--- config.mk ---
export PLATFORM = sky130hd
export DESIGN_NAME = radio_receive_line_parser
export DESIGN_NICKNAME = d
export VERILOG_FILES = /design/src/rtl/core/rrlp_pkg.sv /design/src/rtl/core/radio_receive_line_parser.sv /design/src/rtl/core/rrlp_front.sv /design/src/rtl/core/rrlp_queue.sv /design/src/rtl/core/rrlp_back.sv
export SDC_FILE = /design/constraint.sdc
export NUM_CORES = 1
export LEC_CHECK = 0
export BUFFER_PORTS_ARGS = -buffer_cell sky130_fd_sc_hd__buf_2
export CAP_MARGIN = 10
export CORE_ASPECT_RATIO = 0.9
export CORE_MARGIN = 1.5
export CORE_UTILIZATION = 35
export DETAILED_ROUTE_END_ITERATION = 10
export PLACE_DENSITY = 0.55
export REMOVE_ABC_BUFFERS = 1
export SYNTH_ARGS = -nofsm -noshare
export SYNTH_HDL_FRONTEND = slang
export SYNTH_SLANG_ARGS = --single-unit
--- constraint.sdc ---
create_clock -name i_clk -period 9.6 [get_ports i_clk]
set_input_delay 1.92 -clock i_clk [delete_from_list [all_inputs] [get_ports i_clk]]
set_output_delay 1.92 -clock i_clk [all_outputs]
set_load 0.02 [all_outputs]
--- src/rtl/core/rrlp_pkg.sv ---
// Shared types, character codes and helper functions of the receive line parser.
package rrlp_pkg;

    // Character codes seen on the modem serial line.
    localparam logic [7:0] CH_LF    = 8'h0A;
    localparam logic [7:0] CH_CR    = 8'h0D;
    localparam logic [7:0] CH_TAB   = 8'h09;
    localparam logic [7:0] CH_VT    = 8'h0B;
    localparam logic [7:0] CH_FF    = 8'h0C;
    localparam logic [7:0] CH_SPACE = 8'h20;
    localparam logic [7:0] CH_PLUS  = 8'h2B;
    localparam logic [7:0] CH_COMMA = 8'h2C;
    localparam logic [7:0] CH_MINUS = 8'h2D;
    localparam logic [7:0] CH_POINT = 8'h2E;
    localparam logic [7:0] CH_ZERO  = 8'h30;
    localparam logic [7:0] CH_NINE  = 8'h39;
    localparam logic [7:0] CH_R     = 8'h52;
    localparam logic [7:0] CH_C     = 8'h43;
    localparam logic [7:0] CH_V     = 8'h56;
    localparam logic [7:0] CH_EQ    = 8'h3D;

    // Number and length limits.
    localparam logic [16:0] ACC_MAX         = 17'h1FFFF;
    localparam logic [9:0]  OUT_SAT         = 10'd999;
    localparam logic [16:0] MAX_PAYLOAD_LEN = 17'd240;
    localparam logic [2:0]  TAG_LEN         = 3'd5;

    // Depth of the queue between the front and the back.
    localparam int QDEPTH = 4;
    localparam int QPTR_W = $clog2(QDEPTH);
    localparam int QCNT_W = $clog2(QDEPTH + 1);

    // Parser phases.
    typedef enum logic [3:0] {
        PH_LSTART,
        PH_PREFIX,
        PH_IGNORE,
        PH_ADDR,
        PH_LEN,
        PH_PAYLOAD,
        PH_SEEK,
        PH_RSSI,
        PH_SNR,
        PH_BAD
    } t_phase;

    // Result kinds.
    typedef enum logic [1:0] {
        KIND_DATA = 2'd0,
        KIND_OK   = 2'd1,
        KIND_BAD  = 2'd2
    } t_kind;

    // One classified character as it travels from the front to the back.
    typedef struct packed {
        logic [7:0] ch;
        logic [3:0] digit;
        logic       is_lf;
        logic       is_blank;
        logic       is_digit;
        logic       is_comma;
        logic       is_sign;
        logic       is_minus;
        logic       is_point;
    } t_beat;

    // One result item.
    typedef struct packed {
        t_kind       kind;
        logic [7:0]  data;
        logic [15:0] addr;
        logic [7:0]  len;
        logic [10:0] rssi;
        logic [10:0] snr;
    } t_result;

    // Character of the line tag at a given position.
    function automatic logic [7:0] tag_char(input logic [2:0] idx);
        logic [7:0] c;
        unique case (idx)
            3'd0:    c = CH_PLUS;
            3'd1:    c = CH_R;
            3'd2:    c = CH_C;
            3'd3:    c = CH_V;
            3'd4:    c = CH_EQ;
            default: c = 8'h00;
        endcase
        return c;
    endfunction

    // Clamp a magnitude to the output range and apply the sign.
    function automatic logic [10:0] clamp11(input logic [16:0] mag, input logic neg);
        logic [10:0] m;
        m = (mag > {7'd0, OUT_SAT}) ? {1'b0, OUT_SAT} : {1'b0, mag[9:0]};
        return neg ? (11'd0 - m) : m;
    endfunction

endpackage

--- src/rtl/core/radio_receive_line_parser.sv ---
// Top level of the radio receive line parser.
//
// Input channel: one received modem character a beat on i_rx_byte, taken at a
// rising edge where i_push is high and o_full is low. Carriage returns are
// taken and discarded. Result channel: while o_empty is low the oldest result
// is on o_kind, o_data_byte, o_src_address, o_payload_length, o_rssi and
// o_snr_tenths; it is taken at an edge where i_pop is high.
// Throughput is one character every cycle while o_full is low. A character
// goes through a four-entry beat queue to the parser, which handles one beat
// per cycle while the result queue has room; the result that a character
// causes is registered in the result queue, whose head is on the result ports.
// The parser writes into a two-entry result queue; when that holds two
// results the parser pauses, the beat queue fills and o_full rises once four
// beats wait in it. Raising i_pop again resumes flow with nothing lost.
// A synchronous active-low reset empties both queues and returns the parser
// to line start with all parsed values cleared.
module radio_receive_line_parser
    import rrlp_pkg::*;
(
    input  logic               i_clk,
    input  logic               i_rst_n,
    input  logic               i_push,
    output logic               o_full,
    input  logic [7:0]         i_rx_byte,
    output logic               o_empty,
    input  logic               i_pop,
    output logic [1:0]         o_kind,
    output logic [7:0]         o_data_byte,
    output logic [15:0]        o_src_address,
    output logic [7:0]         o_payload_length,
    output logic signed [10:0] o_rssi,
    output logic signed [10:0] o_snr_tenths
);

    logic    wr;
    t_beat   beat;
    t_beat   head;
    logic    q_empty;
    logic    q_rd;
    t_result result;

    // Character classification.
    rrlp_front u_front (
        .i_push    (i_push),
        .i_full    (o_full),
        .i_rx_byte (i_rx_byte),
        .o_wr      (wr),
        .o_beat    (beat)
    );

    // Decoupling queue.
    rrlp_queue u_queue (
        .i_clk   (i_clk),
        .i_rst_n (i_rst_n),
        .i_wr    (wr),
        .i_beat  (beat),
        .i_rd    (q_rd),
        .o_head  (head),
        .o_empty (q_empty),
        .o_full  (o_full)
    );

    // Line parser and result queue.
    rrlp_back u_back (
        .i_clk     (i_clk),
        .i_rst_n   (i_rst_n),
        .i_head    (head),
        .i_q_empty (q_empty),
        .o_q_rd    (q_rd),
        .i_pop     (i_pop),
        .o_empty   (o_empty),
        .o_result  (result)
    );

    // Result fields onto their ports.
    assign o_kind           = result.kind;
    assign o_data_byte      = result.data;
    assign o_src_address    = result.addr;
    assign o_payload_length = result.len;
    assign o_rssi           = $signed(result.rssi);
    assign o_snr_tenths     = $signed(result.snr);

endmodule

--- src/rtl/core/rrlp_front.sv ---
// Front end: accepts received characters, drops carriage returns and classifies the rest.
module rrlp_front
    import rrlp_pkg::*;
(
    input  logic       i_push,
    input  logic       i_full,
    input  logic [7:0] i_rx_byte,
    output logic       o_wr,
    output t_beat      o_beat
);

    // A carriage return is accepted but never reaches the queue.
    assign o_wr = i_push && !i_full && (i_rx_byte != CH_CR);

    // Character classes used by the parser.
    always_comb begin
        o_beat          = '0;
        o_beat.ch       = i_rx_byte;
        o_beat.digit    = 4'(i_rx_byte - CH_ZERO);
        o_beat.is_lf    = (i_rx_byte == CH_LF);
        o_beat.is_blank = (i_rx_byte == CH_SPACE) || (i_rx_byte == CH_TAB) ||
                          (i_rx_byte == CH_VT) || (i_rx_byte == CH_FF);
        o_beat.is_digit = (i_rx_byte >= CH_ZERO) && (i_rx_byte <= CH_NINE);
        o_beat.is_comma = (i_rx_byte == CH_COMMA);
        o_beat.is_sign  = (i_rx_byte == CH_PLUS) || (i_rx_byte == CH_MINUS);
        o_beat.is_minus = (i_rx_byte == CH_MINUS);
        o_beat.is_point = (i_rx_byte == CH_POINT);
    end

endmodule

--- src/rtl/core/rrlp_queue.sv ---
// Short queue of classified beats between the front and the back.
module rrlp_queue
    import rrlp_pkg::*;
(
    input  logic  i_clk,
    input  logic  i_rst_n,
    input  logic  i_wr,
    input  t_beat i_beat,
    input  logic  i_rd,
    output t_beat o_head,
    output logic  o_empty,
    output logic  o_full
);

    t_beat             r_mem [QDEPTH];
    logic [QPTR_W-1:0] r_wp, n_wp;
    logic [QPTR_W-1:0] r_rp, n_rp;
    logic [QCNT_W-1:0] r_cnt, n_cnt;

    assign o_empty = (r_cnt == '0);
    assign o_full  = (r_cnt == QCNT_W'(QDEPTH));
    assign o_head  = r_mem[r_rp];

    // Pointer and fill count update.
    always_comb begin
        n_wp  = i_wr ? r_wp + 1'b1 : r_wp;
        n_rp  = i_rd ? r_rp + 1'b1 : r_rp;
        n_cnt = r_cnt + QCNT_W'(i_wr) - QCNT_W'(i_rd);
    end

    always_ff @(posedge i_clk) begin
        if (!i_rst_n) begin
            r_wp  <= '0;
            r_rp  <= '0;
            r_cnt <= '0;
        end else begin
            r_wp  <= n_wp;
            r_rp  <= n_rp;
            r_cnt <= n_cnt;
        end
    end

    // Storage needs no reset.
    always_ff @(posedge i_clk) begin
        if (i_wr) begin
            r_mem[r_wp] <= i_beat;
        end
    end

    a_no_overflow: assert property (@(posedge i_clk) disable iff (!i_rst_n)
        i_wr |-> !o_full) else $error("beat written into a full queue");
    a_no_underflow: assert property (@(posedge i_clk) disable iff (!i_rst_n)
        i_rd |-> !o_empty) else $error("beat read from an empty queue");
    a_count_range: assert property (@(posedge i_clk) disable iff (!i_rst_n)
        r_cnt <= QCNT_W'(QDEPTH)) else $error("queue count beyond depth");

endmodule

--- src/rtl/core/rrlp_back.sv ---
// Back end: line parser state machine and the two-entry result queue.
module rrlp_back
    import rrlp_pkg::*;
(
    input  logic    i_clk,
    input  logic    i_rst_n,
    input  t_beat   i_head,
    input  logic    i_q_empty,
    output logic    o_q_rd,
    input  logic    i_pop,
    output logic    o_empty,
    output t_result o_result
);

    // Parser state.
    t_phase      r_phase, n_phase;
    logic [2:0]  r_prefix, n_prefix;
    logic [16:0] r_acc, n_acc;
    logic        r_neg, n_neg;
    logic        r_stop, n_stop;
    logic [15:0] r_addr, n_addr;
    logic [7:0]  r_len, n_len;
    logic [7:0]  r_left, n_left;
    logic [10:0] r_rssi, n_rssi;
    logic [1:0]  r_fp, n_fp;

    // Result queue.
    t_result     r_oq [2];
    logic        r_owp, r_orp;
    logic [1:0]  r_ocnt, n_ocnt;
    logic        out_room;
    logic        out_pop;

    // Result produced by the beat in hand.
    t_result     res;
    logic        res_push;

    // Number feed results.
    logic        frac;
    logic        frac_add;
    logic [20:0] acc_x10;
    logic [20:0] acc_sum;
    logic [16:0] acc_sat;
    logic [16:0] f_acc;
    logic        f_neg;
    logic        f_stop;
    logic [2:0]  f_prefix;
    logic [1:0]  f_fp;
    logic [16:0] snr_mag;
    logic [16:0] neg_acc;

    assign out_room = (r_ocnt != 2'd2);
    assign out_pop  = i_pop && (r_ocnt != 2'd0);
    assign o_q_rd   = !i_q_empty && out_room;
    assign o_empty  = (r_ocnt == 2'd0);
    assign o_result = r_oq[r_orp];

    // Shared multiply-by-ten and digit add with saturation; the first fraction digit is added without the multiply.
    always_comb begin
        frac     = (r_phase == PH_SNR);
        frac_add = frac && (r_fp == 2'd1) && i_head.is_digit;
        acc_x10  = {1'b0, r_acc, 3'b000} + {3'b000, r_acc, 1'b0};
        acc_sum  = (frac_add ? {4'd0, r_acc} : acc_x10) +
                   {17'd0, (i_head.is_digit ? i_head.digit : 4'd0)};
        acc_sat  = (acc_sum > {4'd0, ACC_MAX}) ? ACC_MAX : acc_sum[16:0];
        snr_mag  = (r_fp == 2'd0) ? acc_sat : r_acc;
        neg_acc  = 17'd0 - r_acc;
    end

    // One character into the number being read.
    always_comb begin
        f_acc    = r_acc;
        f_neg    = r_neg;
        f_stop   = r_stop;
        f_prefix = r_prefix;
        f_fp     = r_fp;
        if (!r_stop) begin
            priority if (!r_prefix[0] && i_head.is_blank) begin
                f_prefix = r_prefix;
            end else if (!r_prefix[0] && i_head.is_sign) begin
                f_neg    = i_head.is_minus;
                f_prefix = 3'd1;
            end else begin
                f_prefix = 3'd1;
                priority if (i_head.is_digit) begin
                    if (frac && r_fp == 2'd1) begin
                        f_acc = acc_sat;
                        f_fp  = 2'd2;
                    end else if (!(frac && r_fp == 2'd2)) begin
                        f_acc = acc_sat;
                    end
                end else if (frac && i_head.is_point && r_fp == 2'd0) begin
                    f_acc = acc_sat;
                    f_fp  = 2'd1;
                end else begin
                    f_stop = 1'b1;
                end
            end
        end
    end

    // Parser next state and result.
    always_comb begin
        n_phase  = r_phase;
        n_prefix = r_prefix;
        n_acc    = r_acc;
        n_neg    = r_neg;
        n_stop   = r_stop;
        n_addr   = r_addr;
        n_len    = r_len;
        n_left   = r_left;
        n_rssi   = r_rssi;
        n_fp     = r_fp;
        res      = '0;
        res_push = 1'b0;
        if (o_q_rd) begin
            if (i_head.is_lf) begin
                // A newline ends every line; packet lines report ok or malformed.
                if (r_phase == PH_SNR) begin
                    res.kind = KIND_OK;
                    res.addr = r_addr;
                    res.len  = r_len;
                    res.rssi = r_rssi;
                    res.snr  = clamp11(snr_mag, r_neg);
                    res_push = 1'b1;
                end else if (r_phase >= PH_ADDR) begin
                    res.kind = KIND_BAD;
                    res_push = 1'b1;
                end
                n_phase  = PH_LSTART;
                n_prefix = 3'd0;
                n_acc    = '0;
                n_neg    = 1'b0;
                n_stop   = 1'b0;
                n_fp     = 2'd0;
                n_left   = 8'd0;
            end else begin
                unique case (r_phase)
                    PH_LSTART: begin
                        if (!i_head.is_blank) begin
                            if (i_head.ch == tag_char(3'd0)) begin
                                n_prefix = 3'd1;
                                n_phase  = PH_PREFIX;
                            end else begin
                                n_phase = PH_IGNORE;
                            end
                        end
                    end
                    PH_PREFIX: begin
                        if (r_prefix < TAG_LEN && i_head.ch == tag_char(r_prefix)) begin
                            n_prefix = r_prefix + 3'd1;
                            if (r_prefix + 3'd1 == TAG_LEN) begin
                                n_prefix = 3'd0;
                                n_acc    = '0;
                                n_neg    = 1'b0;
                                n_stop   = 1'b0;
                                n_fp     = 2'd0;
                                n_phase  = PH_ADDR;
                            end
                        end else begin
                            n_phase = PH_IGNORE;
                        end
                    end
                    PH_ADDR, PH_LEN, PH_RSSI: begin
                        if (i_head.is_comma) begin
                            n_prefix = 3'd0;
                            n_acc    = '0;
                            n_neg    = 1'b0;
                            n_stop   = 1'b0;
                            n_fp     = 2'd0;
                            if (r_phase == PH_ADDR) begin
                                n_addr  = r_neg ? neg_acc[15:0] : r_acc[15:0];
                                n_phase = PH_LEN;
                            end else if (r_phase == PH_LEN) begin
                                if ((r_neg && r_acc != '0) || r_acc > MAX_PAYLOAD_LEN) begin
                                    n_phase = PH_BAD;
                                end else begin
                                    n_len   = r_acc[7:0];
                                    n_left  = r_acc[7:0];
                                    n_phase = (r_acc[7:0] != 8'd0) ? PH_PAYLOAD : PH_SEEK;
                                end
                            end else begin
                                n_rssi  = clamp11(r_acc, r_neg);
                                n_phase = PH_SNR;
                            end
                        end else begin
                            n_prefix = f_prefix;
                            n_acc    = f_acc;
                            n_neg    = f_neg;
                            n_stop   = f_stop;
                            n_fp     = f_fp;
                        end
                    end
                    PH_PAYLOAD: begin
                        res.kind = KIND_DATA;
                        res.data = i_head.ch;
                        res.addr = r_addr;
                        res.len  = r_len;
                        res_push = 1'b1;
                        n_left   = r_left - 8'd1;
                        if (r_left == 8'd1) begin
                            n_phase = PH_SEEK;
                        end
                    end
                    PH_SEEK: begin
                        if (i_head.is_comma) begin
                            n_prefix = 3'd0;
                            n_acc    = '0;
                            n_neg    = 1'b0;
                            n_stop   = 1'b0;
                            n_fp     = 2'd0;
                            n_phase  = PH_RSSI;
                        end
                    end
                    PH_SNR: begin
                        n_prefix = f_prefix;
                        n_acc    = f_acc;
                        n_neg    = f_neg;
                        n_stop   = f_stop;
                        n_fp     = f_fp;
                    end
                    PH_IGNORE, PH_BAD: begin
                        n_phase = r_phase;
                    end
                    default: begin
                        n_phase = PH_LSTART;
                    end
                endcase
            end
        end
    end

    // Parser state register.
    always_ff @(posedge i_clk) begin
        if (!i_rst_n) begin
            r_phase  <= PH_LSTART;
            r_prefix <= '0;
            r_acc    <= '0;
            r_neg    <= 1'b0;
            r_stop   <= 1'b0;
            r_addr   <= '0;
            r_len    <= '0;
            r_left   <= '0;
            r_rssi   <= '0;
            r_fp     <= '0;
        end else begin
            r_phase  <= n_phase;
            r_prefix <= n_prefix;
            r_acc    <= n_acc;
            r_neg    <= n_neg;
            r_stop   <= n_stop;
            r_addr   <= n_addr;
            r_len    <= n_len;
            r_left   <= n_left;
            r_rssi   <= n_rssi;
            r_fp     <= n_fp;
        end
    end

    // Result queue pointers and count.
    assign n_ocnt = r_ocnt + 2'(res_push) - 2'(out_pop);

    always_ff @(posedge i_clk) begin
        if (!i_rst_n) begin
            r_owp  <= 1'b0;
            r_orp  <= 1'b0;
            r_ocnt <= 2'd0;
        end else begin
            r_owp  <= r_owp ^ res_push;
            r_orp  <= r_orp ^ out_pop;
            r_ocnt <= n_ocnt;
        end
    end

    // Result storage needs no reset.
    always_ff @(posedge i_clk) begin
        if (res_push) begin
            r_oq[r_owp] <= res;
        end
    end

    a_payload_left: assert property (@(posedge i_clk) disable iff (!i_rst_n)
        r_phase == PH_PAYLOAD |-> r_left != 8'd0)
        else $error("payload phase with no bytes left");
    a_result_room: assert property (@(posedge i_clk) disable iff (!i_rst_n)
        res_push |-> r_ocnt != 2'd2)
        else $error("result written into a full result queue");
    a_newline_restart: assert property (@(posedge i_clk) disable iff (!i_rst_n)
        (o_q_rd && i_head.is_lf) |=> (r_phase == PH_LSTART && r_left == 8'd0))
        else $error("newline did not return the parser to line start");

endmodule
==> flow_metrics.tcl <==
set metrics [dict create \
    status "finished, final reports clean" \
    gp_congestion 0.837 \
    cts_resized 0 \
    syn_avg_cell_area_um2 10.5 \
    yosys-top-cells-area "edfxtp_1 (36%), dfxtp_1 (12%), mux2_2 (4.6%)" \
    cts_tree "yes" \
    synth-main-ff-cell "edfxtp_1" \
    ir_drop_mv 0.133 \
    min_period_over_period_pct 74.9 \
    cp_data_required_time_ps 9880 \
    grt_overflow 0 \
    fmax_ghz 0.139 \
    ys_top_cells_by_count "edfxtp_1 (172), nand2_1 (127), nor2_1 (89)" \
    fin_tns_setup_ps 0 \
    clk_path_buf_depth 3 \
    dr.first_iter.drc_count 679 \
    seq_area_um2 6870 \
    grt_pass1_wl_um 54900 \
    finalNonFillerCells 1924 \
    netlist_area_um2 14200 \
    pwr_density_cell_nw_per_um2 234 \
    die_h_um 194 \
    startpoint_type "register" \
    p_leak_nw 5.86 \
    worstSkewPairLatency_ps 570 \
    max-cap-violations 0 \
    htree_levels 1 \
    yosys_warnings 0 \
    rsz0062_at_grt "false" \
    cpPeakStageDelay_ps 1040 \
    wirelength_um 34300 \
    path_clk_slew_ps 60 \
    path_buf_inv 0 \
    hold_viol 0 \
    grt_usage_pct 16.3 \
    syn_inst 1345 \
    root_buffer "clkbuf_16" \
    path_cells "nor4b_4 > and3_1 > o21ai_0 > ha_1 > a21oi_1 > o21ai_0 > and2_1 > and2_1 > nand4_4 > or4b_4 > and2_1 > a21o_1 > a21oi_4 > and3_1 > ha_1 > o211ai_1 > nor3_1 > or4_1 > a31oi_1" \
    clkSinkCount 257 \
    yosys_register_bits 257 \
    multiInputGateArea_um2 6810 \
    critPathCaptureType "register" \
    detailed_place_hpwl_um 22700 \
    grt_max_degree 83 \
    place_inst 1872 \
    cp_data_arrival_time_ps 7470 \
    cpLargestDelayFamily "simple AND/OR/NAND/NOR gates" \
    rows 69 \
    vias_per_cell 5.36 \
    coreArea_um2 39700 \
    path_max_fanout 27 \
    drive_above_1_share_pct 16.3 \
    crit_path_frequent_cell "and2_1" \
    yosysMostFrequentCell "edfxtp_1" \
    ios 70 \
    die_area_um2 41700 \
    cts_buffers 28 \
    port_buffers 69 \
    ant_nets 0 \
    vias 10300 \
    nFillCells 3928 \
    synthArstFlopShare_pct 0 \
    cts_setup_buffers 0 \
    seq_area_frac_synth_pct 48.5 \
    antenna_cells 0 \
    setup_viol 0 \
    drc_errors 0 \
    slew_violations 0 \
    yosys.area.top_type "edfxtp_1" \
    tightestPinTransition_ps 1170 \
    grt_pass1_vias 10000 \
    fin_skew_ps 15.3 \
    die_x_um 215 \
    min_path_type "register to register" \
    fin_crit_ps 7190 \
    start_util_pct 35.7 \
    cts.hold.buffers_added 0 \
    antenna_found_initial 0 \
    synth-edff-count 172 \
    timing.slew.headroom_pct 22.1 \
    area_growth_pct 12.0 \
    criticalPathCategory "register to register" \
    first_pass_iters 7 \
    wl_per_cell_um 17.8 \
    slowest_stage "and3_1" \
    synth_top_area_share_pct 36.5 \
    ys_types 89 \
    fin_nets 1425 \
]
worst register-to-register path, cell delays in order (launching register included):
cell,delay (ps)
dfxtp_1,720
nor4b_4,600
and3_1,1040
o21ai_0,340
ha_1,370
a21oi_1,70
o21ai_0,390
and2_1,240
and2_1,340
nand4_4,190
or4b_4,620
and2_1,310
a21o_1,260
a21oi_4,250
and3_1,220
ha_1,200
o211ai_1,150
nor3_1,340
or4_1,170
a31oi_1,110
metal layers:
layer | global-route usage (%) | share of wire (%) | wire, um | vias to the layer above
met5 | 0 | 0 | 0 | -
met4 | 4.97 | 2.5 | 875 | 0
met3 | 2.40 | 4.2 | 1440 | 55
met2 | 26.6 | 45 | 15500 | 234
met1 | 22.5 | 48 | 16500 | 5054
li1 | - | - | - | 4972
worst paths after layout:
kind,start,endpoint,slack (ps),cells after the start
max,u_back.r_phase[3],u_back.r_oq[1][8],2410,19
min,u_back.r_left[6],u_back.r_left[6],490,2
max reg2reg,u_back.r_phase[3],u_back.r_oq[1][8],2410,19
min reg2reg,u_back.r_left[6],u_back.r_left[6],490,2
area by class of cell:
| type | instances | share of cell area [%] |
|---|---|---|
| Sequential cell | 257 | 43.3 |
| Multi-Input combinational cell | 965 | 42.9 |
| Clock buffer | 39 | 4.87 |
| Tap cell | 532 | 4.20 |
| Timing Repair Buffer | 80 | 2.70 |
| Clock inverter | 13 | 1.14 |
| Inverter | 38 | 0.899 |
flip-flops by register name, summed over array words and instances (netlist names), 3 cells and up, named ones only:
register and cells:
u_back.r_acc 17, u_back.r_addr 16, u_back.r_left 8, u_back.r_len 8, u_back.r_oq 112, u_back.r_phase 4
u_back.r_prefix 3, u_back.r_rssi 11, u_queue.r_cnt 3, u_queue.r_mem 60
per-stage QoR:
step           utilization, %  setup slack (ps)  power (mW)  cell area (um^2)  hold slack [ps]
5_1_grt                  40.0              1910        3.93             15900              504
3_5_place_dp             37.6              2520        2.63             14900              479
2_1_floorplan               -              3590        2.27             13800              455
6_report                 40.0              2410        3.71             15900              489
4_1_cts                  40.0              2490        3.76             15900              493
3_3_place_gp             37.6              2680        2.62             14900              472
cells by family (layout without fill, tap and decap cells):
family | count (synthesis) | after routing | synth area share (%)
and+or+nand+nor | 481 | 481 | 17.7
muxes | 86 | 86 | 7.96
DFF | 257 | 257 | 48.5
xor gates and xnor gates | 56 | 56 | 3.46
buffers and inverters | 123 | 170 | 3.52
adders and majority gates | 44 | 44 | 4.03
AOI/OAI and AO/OA | 298 | 298 | 14.8
cell usage in the layout, fill, tap and decap left out, drive strengths merged, types with 37 or more instances in the layout:
cell type	Yosys	routed
a21oi	57	57
and2	74	74
buf	14	80
clkbuf	71	39
dfxtp	85	85
edfxtp	172	172
ha	40	40
inv	37	37
mux2	58	58
nand2	127	127
nor2	89	89
nor2b	48	48
o21ai	75	75
power by group:
group          internal [mW]  switching [mW]  leakage, nW
sequential              1.27          0.0676         2.25
clock                  0.669           0.440        0.465
combinational          0.485           0.783         3.15
total                   2.42            1.29         5.86
(Power assumes the default switching activity.)
